## config.mk

```make
export PLATFORM = sky130hd
export DESIGN_NAME = stepper_speed_ramp
export DESIGN_NICKNAME = d
export VERILOG_FILES = /design/src/hw/rtl/ssr_pkg.sv /design/src/hw/rtl/stepper_speed_ramp.sv /design/src/hw/rtl/ssr_div.sv /design/src/hw/rtl/ssr_datapath.sv /design/src/hw/rtl/ssr_ctrl.sv
export SDC_FILE = /design/constraint.sdc
export NUM_CORES = 1
export LEC_CHECK = 0
export ABC_CLOCK_PERIOD_IN_PS = 7500
export BUFFER_PORTS_ARGS = -buffer_cell sky130_fd_sc_hd__clkbuf_2
export CAP_MARGIN = 10
export CORE_UTILIZATION = 49
export CTS_CLUSTER_SIZE = 14
export DETAILED_ROUTE_END_ITERATION = 10
export HOLD_SLACK_MARGIN = 0.15
export PLACE_DENSITY_LB_ADDON = 0.08
export SYNTH_ARGS = -nofsm -noshare
export SYNTH_HDL_FRONTEND = slang
export SYNTH_SLANG_ARGS = --single-unit
export TNS_END_PERCENT = 100
```

## constraint.sdc

```tcl
create_clock -name clk_i -period 7.5 [get_ports clk_i]
set_input_delay 1.875 -clock clk_i [delete_from_list [all_inputs] [get_ports clk_i]]
set_output_delay 1.875 -clock clk_i [all_outputs]
set_load 0.01 [all_outputs]
```

## src/hw/rtl/ssr_pkg.sv

```systemverilog
// Shared types, constants and register codes of the stepper speed ramp channel.
package ssr_pkg;

  // Default widths of the step time and rpm readback datapaths
  localparam int TIME_BITS_DEF = 20;
  localparam int RPM_BITS_DEF  = 24;

  // Fixed field and register widths
  localparam int FACTOR_W   = 24;
  localparam int RPM_W      = 16;
  localparam int STIME_W    = 20;
  localparam int VALUE_W    = 20;
  localparam int MODE_W     = 3;
  localparam int CFG_IDX_W  = 3;
  localparam int CFG_DATA_W = 24;
  localparam int IN_TDATA_W = 24;

  // Divider: 24-bit dividend, 32-bit divisor, one extra bit for compares
  localparam int DEN_W  = 32;
  localparam int WIDE_W = DEN_W + 1;

  // Register reset values
  localparam int FACTOR_RST    = 150000;
  localparam int RAMP_RST      = 10;
  localparam int RPM_MIN_RST   = 15;
  localparam int RPM_MAX_RST   = 1500;
  localparam int STIME_MIN_RST = 100;
  localparam int STIME_MAX_RST = 10000;

  typedef enum logic [MODE_W-1:0] {
    MODE_TICK     = 3'd0,
    MODE_RAMP     = 3'd1,
    MODE_SET_TIME = 3'd2,
    MODE_SET_RPM  = 3'd3,
    MODE_ENABLE   = 3'd4,
    MODE_POWER    = 3'd5,
    MODE_DIR      = 3'd6
  } mode_e;

  typedef enum logic [CFG_IDX_W-1:0] {
    CFG_FACTOR    = 3'd0,
    CFG_RAMP      = 3'd1,
    CFG_RPM_MIN   = 3'd2,
    CFG_RPM_MAX   = 3'd3,
    CFG_STIME_MIN = 3'd4,
    CFG_STIME_MAX = 3'd5
  } cfg_idx_e;

  // Divisor source for the shared divider
  typedef enum logic [1:0] {
    DEN_CUR   = 2'd0,
    DEN_NR    = 2'd1,
    DEN_VALUE = 2'd2,
    DEN_TGT   = 2'd3
  } den_sel_e;

  typedef struct packed {
    logic     load_item;
    logic     apply_simple;
    logic     ramp_finish;
    logic     rpm_finish;
    logic     rb_direct;
    logic     rb_load;
    logic     out_load;
    logic     div_start;
    den_sel_e den_sel;
  } cmd_t;

  typedef struct packed {
    logic [MODE_W-1:0] mode;
    logic              value_zero;
    logic              cur_eq_tgt;
    logic              rb_trivial;
    logic              div_done;
    logic              out_busy;
  } status_t;

endpackage

```

## src/hw/rtl/stepper_speed_ramp.sv

```systemverilog
// Top level of one stepper channel with speed ramp: controller, datapath and config port.
// One item is taken at a time, and every division runs on one shared serial divider.
// A tick, enable, power, direction or set-step-time item needs one division, the rpm
// readback; when the target is parked or zero the readback needs no division. A set-rpm
// item with a nonzero value first divides for the new target, then for the readback
// (none when the new target lands at the maximum). A ramp update needs two more
// divisions, rpm of the current step time, then step time of the new rpm, and none for
// the readback with a parked target. A ramp update whose current step time already
// equals the target costs the same as a tick. The result shows up in the same cycle as
// the next item can be taken. A result sits in an output register, so the next item is
// accepted while it waits to be taken. The block stalls only when a second result is
// ready before the first has been transferred.
// Config writes are always taken and should only be issued while the channel is idle.
module stepper_speed_ramp #(
  parameter int TIME_BITS = ssr_pkg::TIME_BITS_DEF,
  parameter int RPM_BITS  = ssr_pkg::RPM_BITS_DEF
) (
  input  logic                           clk_i,
  input  logic                           rst_ni,
  input  logic                           cfg_valid_i,
  output logic                           cfg_ready_o,
  input  logic [ssr_pkg::CFG_IDX_W-1:0]  cfg_index_i,
  input  logic [ssr_pkg::CFG_DATA_W-1:0] cfg_data_i,
  input  logic                           s_axis_tvalid,
  output logic                           s_axis_tready,
  // value [19:0], flag [20], zero pad
  input  logic [ssr_pkg::IN_TDATA_W-1:0] s_axis_tdata,
  // mode [2:0]
  input  logic [ssr_pkg::MODE_W-1:0]     s_axis_tuser,
  output logic                           m_axis_tvalid,
  input  logic                           m_axis_tready,
  // step_level, dir_level, power_pin_n, running, now_step_time, goal_step_time,
  // rpm_readback, zero pad
  output logic [((4 + 2 * TIME_BITS + RPM_BITS + 7) / 8) * 8 - 1:0] m_axis_tdata
);

  localparam int OUT_W       = 4 + 2 * TIME_BITS + RPM_BITS;
  localparam int OUT_TDATA_W = ((OUT_W + 7) / 8) * 8;

  ssr_pkg::cmd_t    cmd;
  ssr_pkg::status_t status;

  assign cfg_ready_o = 1'b1;

  ssr_ctrl u_ctrl (
    .clk_i        (clk_i),
    .rst_ni       (rst_ni),
    .s_axis_tvalid(s_axis_tvalid),
    .s_axis_tready(s_axis_tready),
    .status_i     (status),
    .cmd_o        (cmd)
  );

  ssr_datapath #(
    .TIME_BITS  (TIME_BITS),
    .RPM_BITS   (RPM_BITS),
    .OUT_TDATA_W(OUT_TDATA_W)
  ) u_dp (
    .clk_i        (clk_i),
    .rst_ni       (rst_ni),
    .cfg_valid_i  (cfg_valid_i),
    .cfg_index_i  (cfg_index_i),
    .cfg_data_i   (cfg_data_i),
    .s_axis_tdata (s_axis_tdata),
    .s_axis_tuser (s_axis_tuser),
    .m_axis_tready(m_axis_tready),
    .m_axis_tvalid(m_axis_tvalid),
    .m_axis_tdata (m_axis_tdata),
    .cmd_i        (cmd),
    .status_o     (status)
  );

endmodule

```

## src/hw/rtl/ssr_div.sv

```systemverilog
// Restoring serial divider, one quotient bit per cycle, zero divisor flagged.
module ssr_div (
  input  logic                          clk_i,
  input  logic                          rst_ni,
  input  logic                          start_i,
  input  logic [ssr_pkg::FACTOR_W-1:0]  num_i,
  input  logic [ssr_pkg::DEN_W-1:0]     den_i,
  output logic [ssr_pkg::FACTOR_W-1:0]  quo_o,
  output logic                          dz_o,
  output logic                          done_o
);

  localparam int CNT_W = $clog2(ssr_pkg::FACTOR_W + 1);

  logic                          busy_q;
  logic                          done_q;
  logic [CNT_W-1:0]              cnt_q;
  logic [ssr_pkg::FACTOR_W-1:0]  quo_q;
  logic [ssr_pkg::DEN_W-1:0]     rem_q;
  logic [ssr_pkg::DEN_W-1:0]     den_q;
  logic                          dz_q;

  logic [ssr_pkg::WIDE_W-1:0]    shifted;
  logic [ssr_pkg::WIDE_W-1:0]    diff;
  logic                          ge;
  logic [ssr_pkg::DEN_W-1:0]     rem_nx;

  always_comb begin
    shifted = {rem_q, quo_q[ssr_pkg::FACTOR_W-1]};
    ge      = shifted >= {1'b0, den_q};
    diff    = shifted - {1'b0, den_q};
    rem_nx  = ge ? diff[ssr_pkg::DEN_W-1:0] : shifted[ssr_pkg::DEN_W-1:0];
  end

  always_ff @(posedge clk_i or negedge rst_ni) begin
    if (!rst_ni) begin
      busy_q <= 1'b0;
      done_q <= 1'b0;
      cnt_q  <= '0;
    end else begin
      done_q <= 1'b0;
      if (start_i) begin
        busy_q <= 1'b1;
        cnt_q  <= CNT_W'(ssr_pkg::FACTOR_W);
      end else if (busy_q) begin
        cnt_q <= cnt_q - 1'b1;
        if (cnt_q == CNT_W'(1)) begin
          busy_q <= 1'b0;
          done_q <= 1'b1;
        end
      end
    end
  end

  always_ff @(posedge clk_i) begin
    if (start_i) begin
      quo_q <= num_i;
      rem_q <= '0;
      den_q <= den_i;
      dz_q  <= (den_i == '0);
    end else if (busy_q) begin
      rem_q <= rem_nx;
      quo_q <= {quo_q[ssr_pkg::FACTOR_W-2:0], ge};
    end
  end

  assign quo_o  = quo_q;
  assign dz_o   = dz_q;
  assign done_o = done_q;

endmodule

```

## src/hw/rtl/ssr_datapath.sv

```systemverilog
// Datapath: config registers, channel state, ramp arithmetic, divider and result register.
module ssr_datapath #(
  parameter int TIME_BITS   = ssr_pkg::TIME_BITS_DEF,
  parameter int RPM_BITS    = ssr_pkg::RPM_BITS_DEF,
  parameter int OUT_TDATA_W = 72
) (
  input  logic                             clk_i,
  input  logic                             rst_ni,
  input  logic                             cfg_valid_i,
  input  logic [ssr_pkg::CFG_IDX_W-1:0]    cfg_index_i,
  input  logic [ssr_pkg::CFG_DATA_W-1:0]   cfg_data_i,
  input  logic [ssr_pkg::IN_TDATA_W-1:0]   s_axis_tdata,
  input  logic [ssr_pkg::MODE_W-1:0]       s_axis_tuser,
  input  logic                             m_axis_tready,
  output logic                             m_axis_tvalid,
  output logic [OUT_TDATA_W-1:0]           m_axis_tdata,
  input  ssr_pkg::cmd_t                    cmd_i,
  output ssr_pkg::status_t                 status_o
);

  localparam int WW = ssr_pkg::WIDE_W;
  localparam int DW = ssr_pkg::DEN_W;

  // Config registers
  logic [ssr_pkg::FACTOR_W-1:0] factor_q;
  logic [ssr_pkg::RPM_W-1:0]    ramp_q, rmin_q, rmax_q;
  logic [ssr_pkg::STIME_W-1:0]  stmin_q, stmax_q;

  // Latched item
  logic [ssr_pkg::MODE_W-1:0]   mode_q;
  logic [ssr_pkg::VALUE_W-1:0]  value_q;
  logic                         flag_q;

  // Channel state
  logic [TIME_BITS-1:0] cur_q, cur_d, tgt_q, tgt_d, cnt_q, cnt_d;
  logic                 en_q, en_d, pw_q, pw_d, dir_q, dir_d, step_q, step_d;
  logic [RPM_BITS-1:0]  rb_q, rb_d;
  logic [OUT_TDATA_W-1:0] out_q;
  logic                 out_valid_q, out_valid_d;

  // Divider
  logic [ssr_pkg::FACTOR_W-1:0] quo;
  logic                         dz, div_done;
  logic [DW-1:0]                den;

  logic [WW-1:0] cur_w, tgt_w, stmin_w, stmax_w;
  logic          cur_gt_tgt, cur_lt_tgt;
  logic [DW-1:0] rpm32, nr_up, nr_dn, nr;
  logic [WW-1:0] rpm_sum, dn_lim;
  logic [WW-1:0] nt, t1, t2;
  logic [TIME_BITS-1:0] ramp_new, park_v, clamp_out;
  logic [WW-1:0] clamp_in;
  logic [TIME_BITS-1:0] cnt_inc;

  always_comb begin
    cur_w      = WW'(cur_q);
    tgt_w      = WW'(tgt_q);
    stmin_w    = WW'(stmin_q);
    stmax_w    = WW'(stmax_q);
    cur_gt_tgt = cur_w > tgt_w;
    cur_lt_tgt = cur_w < tgt_w;
    park_v     = TIME_BITS'(stmax_q);

    // rpm of the current step time, zero divisor reads as all ones
    rpm32   = dz ? '1 : DW'(quo);
    rpm_sum = WW'(rpm32) + WW'(ramp_q);
    nr_up   = (rpm_sum > WW'(rmax_q)) ? DW'(rmax_q) : rpm_sum[DW-1:0];
    dn_lim  = WW'(ramp_q) + WW'(rmin_q);
    nr_dn   = (WW'(rpm32) < dn_lim) ? DW'(rmin_q) : (rpm32 - DW'(ramp_q));
    nr      = cur_gt_tgt ? nr_up : nr_dn;

    case (cmd_i.den_sel)
      ssr_pkg::DEN_CUR:   den = DW'(cur_q);
      ssr_pkg::DEN_NR:    den = nr;
      ssr_pkg::DEN_VALUE: den = DW'(value_q);
      ssr_pkg::DEN_TGT:   den = DW'(tgt_q);
      default:            den = DW'(cur_q);
    endcase

    // New step time: at least one unit of change unless already at the target, never past it
    nt = dz ? {1'b0, {DW{1'b1}}} : WW'(quo);
    if (cur_gt_tgt) begin
      t1 = (nt >= cur_w) ? (cur_w - 1'b1) : nt;
      t2 = (t1 < tgt_w) ? tgt_w : t1;
    end else if (cur_lt_tgt) begin
      t1 = (nt <= cur_w) ? (cur_w + 1'b1) : nt;
      t2 = (t1 > tgt_w) ? tgt_w : t1;
    end else begin
      t1 = cur_w;
      t2 = cur_w;
    end
    ramp_new = t2[TIME_BITS-1:0];

    // Lower bound is tested first
    clamp_in = cmd_i.rpm_finish ? WW'(quo) : WW'(value_q);
    if (clamp_in < stmin_w) begin
      clamp_out = TIME_BITS'(stmin_q);
    end else if (clamp_in > stmax_w) begin
      clamp_out = TIME_BITS'(stmax_q);
    end else begin
      clamp_out = clamp_in[TIME_BITS-1:0];
    end

    cnt_inc = cnt_q + 1'b1;
  end

  always_comb begin
    cur_d  = cur_q;
    tgt_d  = tgt_q;
    cnt_d  = cnt_q;
    en_d   = en_q;
    pw_d   = pw_q;
    dir_d  = dir_q;
    step_d = step_q;
    rb_d   = rb_q;

    if (cmd_i.apply_simple) begin
      case (mode_q)
        ssr_pkg::MODE_TICK: begin
          if (cnt_inc >= cur_q) begin
            cnt_d = '0;
            if (en_q) step_d = ~step_q;
          end else begin
            cnt_d = cnt_inc;
          end
        end
        ssr_pkg::MODE_SET_TIME: tgt_d = clamp_out;
        ssr_pkg::MODE_SET_RPM:  tgt_d = park_v;
        ssr_pkg::MODE_ENABLE: begin
          en_d = flag_q;
          if (!flag_q) tgt_d = park_v;
        end
        ssr_pkg::MODE_POWER: begin
          pw_d = flag_q;
          if (!flag_q) tgt_d = park_v;
        end
        ssr_pkg::MODE_DIR: dir_d = flag_q;
        default: ;
      endcase
    end

    if (cmd_i.rpm_finish) begin
      tgt_d = clamp_out;
      en_d  = 1'b1;
    end

    if (cmd_i.ramp_finish) begin
      cur_d = ramp_new;
      if (WW'(ramp_new) >= stmax_w) begin
        en_d  = 1'b0;
        tgt_d = park_v;
      end
    end

    if (cmd_i.rb_direct) begin
      rb_d = (tgt_w >= stmax_w) ? '0 : '1;
    end else if (cmd_i.rb_load) begin
      rb_d = RPM_BITS'(quo);
    end

    if (cmd_i.out_load) begin
      out_valid_d = 1'b1;
    end else if (m_axis_tready) begin
      out_valid_d = 1'b0;
    end else begin
      out_valid_d = out_valid_q;
    end
  end

  always_ff @(posedge clk_i or negedge rst_ni) begin
    if (!rst_ni) begin
      factor_q    <= ssr_pkg::FACTOR_W'(ssr_pkg::FACTOR_RST);
      ramp_q      <= ssr_pkg::RPM_W'(ssr_pkg::RAMP_RST);
      rmin_q      <= ssr_pkg::RPM_W'(ssr_pkg::RPM_MIN_RST);
      rmax_q      <= ssr_pkg::RPM_W'(ssr_pkg::RPM_MAX_RST);
      stmin_q     <= ssr_pkg::STIME_W'(ssr_pkg::STIME_MIN_RST);
      stmax_q     <= ssr_pkg::STIME_W'(ssr_pkg::STIME_MAX_RST);
      cur_q       <= TIME_BITS'(ssr_pkg::STIME_MAX_RST);
      tgt_q       <= TIME_BITS'(ssr_pkg::STIME_MAX_RST);
      cnt_q       <= '0;
      en_q        <= 1'b0;
      pw_q        <= 1'b0;
      dir_q       <= 1'b1;
      step_q      <= 1'b1;
      out_valid_q <= 1'b0;
    end else begin
      if (cfg_valid_i) begin
        case (cfg_index_i)
          ssr_pkg::CFG_FACTOR:    factor_q <= cfg_data_i[ssr_pkg::FACTOR_W-1:0];
          ssr_pkg::CFG_RAMP:      ramp_q   <= cfg_data_i[ssr_pkg::RPM_W-1:0];
          ssr_pkg::CFG_RPM_MIN:   rmin_q   <= cfg_data_i[ssr_pkg::RPM_W-1:0];
          ssr_pkg::CFG_RPM_MAX:   rmax_q   <= cfg_data_i[ssr_pkg::RPM_W-1:0];
          ssr_pkg::CFG_STIME_MIN: stmin_q  <= cfg_data_i[ssr_pkg::STIME_W-1:0];
          ssr_pkg::CFG_STIME_MAX: stmax_q  <= cfg_data_i[ssr_pkg::STIME_W-1:0];
          default: ;
        endcase
      end
      cur_q       <= cur_d;
      tgt_q       <= tgt_d;
      cnt_q       <= cnt_d;
      en_q        <= en_d;
      pw_q        <= pw_d;
      dir_q       <= dir_d;
      step_q      <= step_d;
      out_valid_q <= out_valid_d;
    end
  end

  always_ff @(posedge clk_i) begin
    if (cmd_i.load_item) begin
      mode_q  <= s_axis_tuser;
      value_q <= s_axis_tdata[ssr_pkg::VALUE_W-1:0];
      flag_q  <= s_axis_tdata[ssr_pkg::VALUE_W];
    end
    rb_q <= rb_d;
    if (cmd_i.out_load) begin
      out_q <= OUT_TDATA_W'({rb_q, tgt_q, cur_q, en_q, ~pw_q, dir_q, step_q});
    end
  end

  ssr_div u_div (
    .clk_i  (clk_i),
    .rst_ni (rst_ni),
    .start_i(cmd_i.div_start),
    .num_i  (factor_q),
    .den_i  (den),
    .quo_o  (quo),
    .dz_o   (dz),
    .done_o (div_done)
  );

  assign status_o.mode       = mode_q;
  assign status_o.value_zero = (value_q == '0);
  assign status_o.cur_eq_tgt = (cur_q == tgt_q);
  assign status_o.rb_trivial = (tgt_w >= stmax_w) || (tgt_q == '0);
  assign status_o.div_done   = div_done;
  assign status_o.out_busy   = out_valid_q && !m_axis_tready;

  assign m_axis_tvalid = out_valid_q;
  assign m_axis_tdata  = out_q;

endmodule

```

## src/hw/rtl/ssr_ctrl.sv

```systemverilog
// Controller: sequences item decode, divisions, state update and result hand-off.
module ssr_ctrl (
  input  logic             clk_i,
  input  logic             rst_ni,
  input  logic             s_axis_tvalid,
  output logic             s_axis_tready,
  input  ssr_pkg::status_t status_i,
  output ssr_pkg::cmd_t    cmd_o
);

  typedef enum logic [7:0] {
    S_IDLE     = 8'b0000_0001,
    S_DECODE   = 8'b0000_0010,
    S_DIV_RPM  = 8'b0000_0100,
    S_DIV_NT   = 8'b0000_1000,
    S_DIV_TGT  = 8'b0001_0000,
    S_RB_START = 8'b0010_0000,
    S_DIV_RB   = 8'b0100_0000,
    S_FIN      = 8'b1000_0000
  } state_e;

  state_e state_q, state_d;

  always_comb begin
    state_d = state_q;
    cmd_o   = '0;
    cmd_o.den_sel = ssr_pkg::DEN_CUR;

    case (state_q)
      S_IDLE: begin
        if (s_axis_tvalid) begin
          cmd_o.load_item = 1'b1;
          state_d = S_DECODE;
        end
      end
      S_DECODE: begin
        case (status_i.mode)
          ssr_pkg::MODE_RAMP: begin
            if (status_i.cur_eq_tgt) begin
              cmd_o.ramp_finish = 1'b1;
              state_d = S_RB_START;
            end else begin
              cmd_o.div_start = 1'b1;
              cmd_o.den_sel   = ssr_pkg::DEN_CUR;
              state_d = S_DIV_RPM;
            end
          end
          ssr_pkg::MODE_SET_RPM: begin
            if (status_i.value_zero) begin
              cmd_o.apply_simple = 1'b1;
              state_d = S_RB_START;
            end else begin
              cmd_o.div_start = 1'b1;
              cmd_o.den_sel   = ssr_pkg::DEN_VALUE;
              state_d = S_DIV_TGT;
            end
          end
          default: begin
            cmd_o.apply_simple = 1'b1;
            state_d = S_RB_START;
          end
        endcase
      end
      S_DIV_RPM: begin
        if (status_i.div_done) begin
          cmd_o.div_start = 1'b1;
          cmd_o.den_sel   = ssr_pkg::DEN_NR;
          state_d = S_DIV_NT;
        end
      end
      S_DIV_NT: begin
        if (status_i.div_done) begin
          cmd_o.ramp_finish = 1'b1;
          state_d = S_RB_START;
        end
      end
      S_DIV_TGT: begin
        if (status_i.div_done) begin
          cmd_o.rpm_finish = 1'b1;
          state_d = S_RB_START;
        end
      end
      S_RB_START: begin
        if (status_i.rb_trivial) begin
          cmd_o.rb_direct = 1'b1;
          state_d = S_FIN;
        end else begin
          cmd_o.div_start = 1'b1;
          cmd_o.den_sel   = ssr_pkg::DEN_TGT;
          state_d = S_DIV_RB;
        end
      end
      S_DIV_RB: begin
        if (status_i.div_done) begin
          cmd_o.rb_load = 1'b1;
          state_d = S_FIN;
        end
      end
      S_FIN: begin
        // wait for a free result register
        if (!status_i.out_busy) begin
          cmd_o.out_load = 1'b1;
          state_d = S_IDLE;
        end
      end
      default: state_d = S_IDLE;
    endcase
  end

  always_ff @(posedge clk_i or negedge rst_ni) begin
    if (!rst_ni) begin
      state_q <= S_IDLE;
    end else begin
      state_q <= state_d;
    end
  end

  assign s_axis_tready = (state_q == S_IDLE);

endmodule

```

==> results.md <==
- Outcome: finished, violations left
- Failing checks: negative setup slack
- Static leakage power: 15.30 nW
- I/O Pins: 134
- Crit-path slowest cell: edfxtp_1
- Initial core utilization: 0.4973
- Initial antenna violation count: 7
- Mapped Cells: 3092
- RSZ-0062 raised after global routing: true
- Top-count cell post-synth: nand2_1
- Post-place instance area: 31650 um^2
- R2R Path Start: u_dp.u_div.dz_o
- Clk slew on worst S/H paths: 0.07 ns
- Number of synthesized flops with an enable pin: 173
- DP Wirelength: 83760 um
- Async set-reset flop share out of synthesis: 0.4836
- Clock Sinks: 397
- CP max FO: 7
- Area grow syn2layout: 18.22%
- Post-synth top area share: 0.1807
- Peak VDD IR: 0.3012 mV
- Slew margin rel.: 0.1865
- Critical path endpoint category: register
- Worst path most repeated cell: buf_12
- Tcrit/Tclk final: 1.050
- Drc violations: 0
- Final Cell Area: 33980 um^2
- Core region area: 57810 um^2
- Die height: 244.2 um
- Seq/Total Area, Yosys: 0.3720
- Vias in the first global route: 24666
- Share of cells above drive strength 1: 0.2165
- GR Overflow Total: 0
- Clk root buf: clkbuf_16
- Worst EP arrival: 8.41 ns
- Die width: 244.2 um
- Die ar.: 59630 um^2
- WP buf/inv: 10
- Mapped Area: 28740 um^2
- CTS tree: done
- Yosys reg bits: 397
- Final core utilization: 0.5879
- Pins Over Slew Limit: 0
- Synth cell types: 116
- PD cells: 449.9 nW/um^2
- Router iterations before antenna repair: 8
- Worst-Skew Late Latency: 0.62 ns
- Vias: 25885
- Synth top area cells: edfxtp_1 18%, dfrtp_1 13%, ha_1 13%
- Drt via density: 6.157
- 1st-iter DRT viols: 2547
- Max Root-Sink Buffers: 3
- R2r setup slk: -0.38 ns
- Crit Path Class: register to register
- Row Count: 88
- Routed Antenna Nets: 0
- Final nets: 3757
- Highest clock rate: 127.0 MHz
- Number of fill cells: 5132
- Post-route setup slack: -0.3751 ns
- Hold Vio Cnt, Final: 0
- Storage element area: 10690 um^2
- Setup Skew: 0.03474 ns
- Area of the multi-input gates: 16990 um^2
- Min cycle time layout: 7.875 ns
- Ys Warns: 0
- Worst Hold Class: register to register
- HP Start: u_dp.rb_q[5]
- Dominant synthesized flop cell: edfxtp_1
- Num CTS Buffers: 46
- Gp weighted congestion: 0.9795
- Max cap viols: 0
- Worst Setup Start Kind: register
- Post-synth top area cell: edfxtp_1
- Synth Area per Inst: 9.296 um^2
- Crit path largest cell delay: 0.46 ns
- Reg2reg end: u_dp.tgt_q[2]
- Total GRT Usage: 0.3611
- Hold EP: u_dp.m_axis_tdata[49]
- Tightest Pin Transition: 1.219 ns
- Final setup fails: 21
- Clock H-tree levels: 2
- WHS Path Cells: 0
- Largest net degree at the start of global routing: 98
- Top cell types by occurrence after synthesis: 300 x nand2_1, 295 x ha_1, 244 x nor2_1
- Routed len/inst: 25.86 um
- Routed WL: 108700 um
- R2R cell count: 44
- IO buf count: 125
- Crit path max-delay family: compound AO/OA/AOI/OAI gates
- Global-route wire length before repair: 159600 um
- Critical Path RT: 8.04 ns
- Hold Slack: 0.4188 ns
-- repair_timing --
| item | CTS | global route |
|---|---|---|
| gates resized for setup | 72 | 23 |
| hold buffers | 0 | 0 |
| setup buffers | 30 | 9 |
| pin swaps | 39 | 31 |
| gates cloned | 3 | 0 |
| endpoints found under the setup margin | 21 | 22 |
-- power by group --
group | switching, mW | internal [mW] | leakage, nW
clock network | 0.997 | 1.41 | 0.784
registers | 0.490 | 2.93 | 4.20
logic | 5.52 | 3.94 | 10.3
-- routing by layer --
metal  vias up  GRT usage  wire length, um  part of all wire
met2      1173     0.5323            46150              0.42
met5         -          0               37           0.00034
li1      11855          -                -                 -
met3       254    0.07024             9842             0.091
met1     12597     0.5036            46780              0.43
met4         6     0.1805             5925             0.054
-- registers in the layout, indices dropped and copies added, names as in the netlist, 5 cells and up --
register and flops:
u_dp.rmax_q 16, u_dp.tgt_q 20, u_dp.u_div.cnt_q 5, u_dp.cnt_q 20, u_dp.u_div.den_q 32, u_dp.u_div.rem_q 32
u_ctrl.state_q 8, u_dp.ramp_q 16, u_dp.rb_q 24, u_dp.factor_q 24, u_dp.cur_q 20, u_dp.m_axis_tdata 68
u_dp.park_v 20, u_dp.u_div.quo_o 24, u_dp.value_q 20, u_dp.rmin_q 16, u_dp.stmin_q 20
-- worst max path at each step --
stage               startpoint        endpoint  slack, ns  depth (start not counted)
6_report       u_dp.u_div.dz_o   u_dp.tgt_q[2]      -0.38                         44
5_1_grt        u_dp.u_div.dz_o   u_dp.tgt_q[2]      -0.60                         44
4_1_cts        u_dp.u_div.dz_o   u_dp.tgt_q[2]      -0.24                         44
3_5_place_dp   u_dp.u_div.dz_o  u_dp.tgt_q[15]      -0.52                         40
3_3_place_gp   u_dp.u_div.dz_o  u_dp.tgt_q[15]      -0.43                         40
2_1_floorplan  u_dp.u_div.dz_o  u_dp.tgt_q[15]      0.006                         42
-- placed cells by master, fill, tap and decap left out, drive strengths merged, types with 9 or more instances in the layout --
cell,Yosys,routed
or2,11,11
or3,17,17
a31oi,13,13
clkbuf,109,185
and2,11,11
buf,34,274
a221o,9,9
a21o,82,82
edfxtp,173,173
o21bai,13,13
nor3,55,55
a221oi,28,28
a21oi,198,198
or4,10,10
clkinv,4,17
o21a,69,69
xnor2,85,85
o22a,32,32
nand3,76,76
dfxtp,32,32
o21ai,198,198
nor2,246,246
mux2,86,86
o31ai,18,18
dfstp,42,42
nor4,31,31
a22oi,35,35
nand4,42,42
and3,20,20
dfrtp,150,150
nand2b,23,23
nor2b,34,34
a211oi,32,32
nand2,301,301
inv,216,220
o211ai,15,15
ha,295,295
mux2i,81,81
xor2,42,42
-- logic make-up (layout without fill, tap and decap cells) --
family | after synthesis | in the layout | share of synthesized area
flip-flops | 397 | 397 | 0.3720
AND/OR/NAND/NOR | 908 | 908 | 0.1510
other | 2 | 7 | 0.0002613
adder cells (fa/ha/maj) | 299 | 299 | 0.1312
multiplexers | 167 | 167 | 0.06246
buffers and inverters | 363 | 705 | 0.05080
XOR/XNOR | 127 | 127 | 0.03896
AO/OA/AOI/OAI | 829 | 829 | 0.1934
-- per-stage QoR --
stage | TNS [ns] | power, mW | worst slack (ns) | cells
2_1_floorplan | 0 | 9.230 | 0.005511 | 3095
3_3_place_gp | -7.913 | 12.13 | -0.4338 | 4075
3_5_place_dp | -9.773 | 12.33 | -0.5183 | 4075
4_1_cts | -3.895 | 14.94 | -0.2366 | 4194
5_1_grt | -11.78 | 16.25 | -0.6043 | 4202
6_report | -6.651 | 15.29 | -0.3751 | 4204
-- area by class of cell --
| class | instances | area share |
|---|---|---|
| clock buffers | 60 | 0.03848 |
| diodes | 2 | 0.0001473 |
| multi-input cells | 2335 | 0.4998 |
| repair buffers | 399 | 0.08564 |
| well taps | 765 | 0.02817 |
| flip-flops and latches | 397 | 0.3147 |
| inverters | 220 | 0.02430 |
| clock inverters | 26 | 0.008763 |
Note: power is estimated with default switching activity, not from simulation.
